<file path="config.mk">
export PLATFORM = sky130hd
export DESIGN_NAME = bpc_wide_mul
export DESIGN_NICKNAME = d
export VERILOG_FILES = /design/src/design/bpc_pkg.sv /design/src/design/bpc_wide_mul.sv
export SDC_FILE = /design/constraint.sdc
export NUM_CORES = 2
export LEC_CHECK = 0
export ABC_AREA = 1
export ABC_CLOCK_PERIOD_IN_PS = 5900
export BUFFER_PORTS_ARGS = -buffer_cell sky130_fd_sc_hd__clkbuf_2
export CORE_ASPECT_RATIO = 1.2
export CORE_MARGIN = 2
export CORE_UTILIZATION = 58
export DETAILED_ROUTE_END_ITERATION = 12
export PLACE_DENSITY = 0.78
export SETUP_SLACK_MARGIN = 0.2
export SLEW_MARGIN = 5
export SYNTH_ARGS = -nofsm -noshare
export SYNTH_HDL_FRONTEND = slang
export SYNTH_SLANG_ARGS = --single-unit
</file>
<file path="constraint.sdc">
create_clock -name clk -period 5.9 [get_ports clk]
set_input_delay 0.295 -clock clk [delete_from_list [all_inputs] [get_ports clk]]
set_output_delay 0.295 -clock clk [all_outputs]
set_load 0.05 [all_outputs]
</file>
<file path="src/design/bpc_pkg.sv">
// Package for the barometric compensation core: field widths, register
// indexes and the compensation constants. No dependencies.
package bpc_pkg;

	localparam int RAW_W   = 24;
	localparam int COEF_W  = 16;
	localparam int TEMP_W  = 16;
	localparam int PRES_W  = 19;
	localparam int CFG_A_W = 3;

	localparam int DT_W    = 25;
	localparam int MUL1_W  = 42;
	localparam int SQ_W    = 50;
	localparam int TC_W    = 19;
	localparam int OFF_W   = 42;
	localparam int CORR_W  = 41;
	localparam int SQT_W   = 36;
	localparam int SENS_W  = 43;
	localparam int SPLIT_W = 22;
	localparam int PP_W    = 46;
	localparam int PROD_W  = 68;
	localparam int Q1_W    = 47;
	localparam int V_W     = 48;
	localparam int PQ_W    = 33;

	localparam int TEMP_KNEE = 2000;
	localparam int TEMP_VLOW = -1500;
	localparam int OFF2_TX_K  = 61;
	localparam int SENS2_TX_K = 29;
	localparam int OFF2_TY_K  = 17;
	localparam int SENS2_TY_K = 9;

	localparam int TEMP_MIN = -32768;
	localparam int TEMP_MAX = 32767;
	localparam int PRES_MIN = -262144;
	localparam int PRES_MAX = 262143;

	typedef enum logic [CFG_A_W-1:0] {
		CFG_SENS         = 3'd0,
		CFG_OFFSET       = 3'd1,
		CFG_SENS_TEMPCO  = 3'd2,
		CFG_OFFSET_TEMPCO = 3'd3,
		CFG_REF_TEMP     = 3'd4,
		CFG_TEMP_SLOPE   = 3'd5,
		CFG_COEFS_OK     = 3'd6
	} cfg_reg_t;

endpackage

</file>
<file path="src/design/bpc_wide_mul.sv">
// Two-stage unsigned 24 x signed 43 bit multiplier built from two registered partial
// products and a registered sum. Depends on bpc_pkg.
module bpc_wide_mul (
	input  logic                               clk,
	input  logic                               en,
	input  logic [bpc_pkg::RAW_W-1:0]          a,
	input  logic signed [bpc_pkg::SENS_W-1:0]  b,
	output logic signed [bpc_pkg::PROD_W-1:0]  p
);
	import bpc_pkg::*;

	logic [PP_W-1:0]        lo_pp_s1;
	logic signed [PP_W-1:0] hi_pp_s1;
	logic signed [PROD_W-1:0] p_s2;

	always_ff @(posedge clk) begin
		if (en) begin
			lo_pp_s1 <= a * b[SPLIT_W-1:0];
			hi_pp_s1 <= $signed({1'b0, a}) * $signed(b[SENS_W-1:SPLIT_W]);
			p_s2     <= $signed({hi_pp_s1, {SPLIT_W{1'b0}}})
				+ $signed({{SPLIT_W{1'b0}}, lo_pp_s1});
		end
	end

	assign p = p_s2;

endmodule

</file>
==> results.toml <==
[placed_design]
numPortBuffers = 136
dpl.hpwl_mm = 103
postPlaceCellArea_um2 = 49000
gp_congestion = 0.962
dpl.cell_count = 7140

[cells_and_area]
fin_util = 0.665
design_area_um2 = 50600
finalNetCount = 7453
n_fill_cell = 6266
drive_above_1_share = 0.122
seq_area_um2 = 4800
syn2layout_area_growth_pct = 14.1
multi_input_area_um2 = 32900
n_antenna_cell = 0
fin_cells = 7192

[critical_path]
crit_arrival_ns = 5.73
cp_max_fo = 17
required_ns = 6.10
critical_path_buf_inv_count = 7
r2r_slack_ns = 3.53
cp_slowest_cell = "fa_1"
worst_setup_path_end_kind = "flop"
start_kind = "primary input"
critPathMaxStageDelay_ns = 0.57
critPathTopFamily = "adder cells"
path_class = "primary input to flop"

[synth]
synth_top_area_frac = 0.385
synth_nets = 7133
synth.area.top_cells = "fa_1 39%, nand2_1 16%, inv_1 15%"
ys_seq_area_frac = 0.108
ys.warnings.count = 0
avgSynthCellArea_um2 = 7.59
synth_cell_types = 33
synth-seq-cells = 160
syn_inst = 5842
synth.largest_area_cell = "fa_1"
netlist_area_um2 = 44400

[timing]
tightest_slew_ns = 0.662
hold_ws_ns = 0.332
rsz0062_at_grt = "true"
relSlewSlack = 0.559
skew_ns = 0.0122
setup_viol = 0
hold_viol = 0
slew_violations = 0
fmax_ghz = 0.181
fin_crit_ns = 5.54
finalCritPeriodShare = 0.938

[die]
core-area_um2 = 76100
io_pins = 137
initial_utilization = 0.583
die_y_um = 307
dieArea_um2 = 78700
die_w_um = 256
num_rows = 111

[run_status]
status = "finished, final reports clean"

[global_route]
gr-total-overflow = 0
grt_max_degree = 68
antenna_found_initial = 1
grt_pass1_wl_mm = 197
gr-usage-all-layers = 0.318
grt_pass1_vias = 39000

[clock_network]
cts_max_path_buffers = 2
cts_tree = "yes"
hold_buffers = 0
clk_pin_slew_ns = 0.07
clock-sinks = 160
clk_latency_ns = 0.47
cts_max_level = 4
cts_buffers = 17
cts_root_buffer = "clkbuf_16"

[detailed_routing]
vias_per_cell = 5.17
first_iter_violations = 3416
wire_per_inst_um = 17.1
postRouteAntennaNets = 0
drtPass1Iterations = 7
drc = 0
vias = 37200
drt_wl_total_mm = 123

[flow_run]
maxCapViolCount = 0

[hold_path]
hold_path_class = "primary input to flop"
-- Yosys cell counts (all sizes together) --
master     n
a21o       1
a21oi     71
a31oi      7
and2       7
and3       1
buf        2
clkbuf   204
edfxtp   160
fa       854
ha       368
inv     1765
nand2   1899
nand2b     3
nand3    125
nand3b     1
nand4     12
nor2     209
nor3      27
o21ai     17
o21bai     8
or2       23
xnor2     18
xor2      60
-- worst paths after layout --
kind,from,to,cells after the start
setup / recovery,a[13],lo_pp_s1[39],25
hold / removal,en,p[13],1
setup reg to reg,lo_pp_s1[23],p[50],11
hold reg to reg,lo_pp_s1[0],p[0],0
-- per-layer routing --
metal | global-route usage | vias to the layer above | share of wire
met1 | 0.409 | 18000 | 0.39
met4 | 0.149 | 2 | 0.052
met3 | 0.0401 | 383 | 0.088
li1 | - | 17100 | -
met5 | 0 | - | 0.00011
met2 | 0.538 | 1758 | 0.47
-- repair_timing --
item	in CTS	in global routing
resized for setup	0	193
buffers inserted	0	13
endpoints found under the setup margin	0	55
endpoints found under the hold margin	0	0
-- cells by family (layout without fill, tap and decap cells) --
family,count (synthesis),after routing,share of synthesized area
AND/OR/NAND/NOR,2307,2307,0.208
flip-flops,160,160,0.108
adder cells (fa/ha/maj),1222,1222,0.489
buffers and inverters,1971,2304,0.167
AO/OA/AOI/OAI,104,104,0.0124
XOR/XNOR,78,78,0.0154
-- metrics by stage --
step / setup slack [ns] / TNS (ns)
2_1_floorplan: 0.202 / 0
3_3_place_gp: -0.213 / -4.96
3_5_place_dp: -0.265 / -8.48
4_1_cts: 0.217 / 0
5_1_grt: 0.138 / 0
6_report: 0.364 / 0
-- sequential cells by signal (all words and copies together), names as in the netlist --
name      cells
p            68
lo_pp_s1     46
hi_pp_s1     46
-- layout by cell type, fill, tap and decap left out, types with 6 or more instances in the layout --
cell       synthesis  final
a21oi_1           71     49
a21oi_2            0     21
a31oi_1            7      7
and2_1             7      7
buf_12             0     68
buf_4              0    296
buf_6              0      6
clkbuf_16          0     24
clkbuf_2           0    122
clkbuf_4           0      6
edfxtp_1         160    160
fa_1             854    849
ha_1             368    336
ha_2               0      8
ha_4               0     24
inv_1           1762   1760
nand2_1         1884   1845
nand2_2           15     49
nand3_1          105    102
nand3_2           20     22
nand4_1           12     12
nor2_1           186    159
nor2_2            22     35
nor2_4             1     15
nor3_1            18     16
nor3_2             7      9
o21ai_0           16     16
o21bai_1           8      8
or2_2             17     17
xnor2_1           18     18
xor2_1            60     60
-- layout make-up --
type | count | area share
tap | 1017 | 0.0251
clock buffer | 18 | 0.00848
timing repair buffer | 507 | 0.0887
sequential | 160 | 0.0949
inverter | 1765 | 0.131
clock inverter | 14 | 0.00262
multi-input combinational | 3711 | 0.649
Power is not shown: default switching activity piles up to over one toggle a cycle in this logic, so the estimate is an artifact.
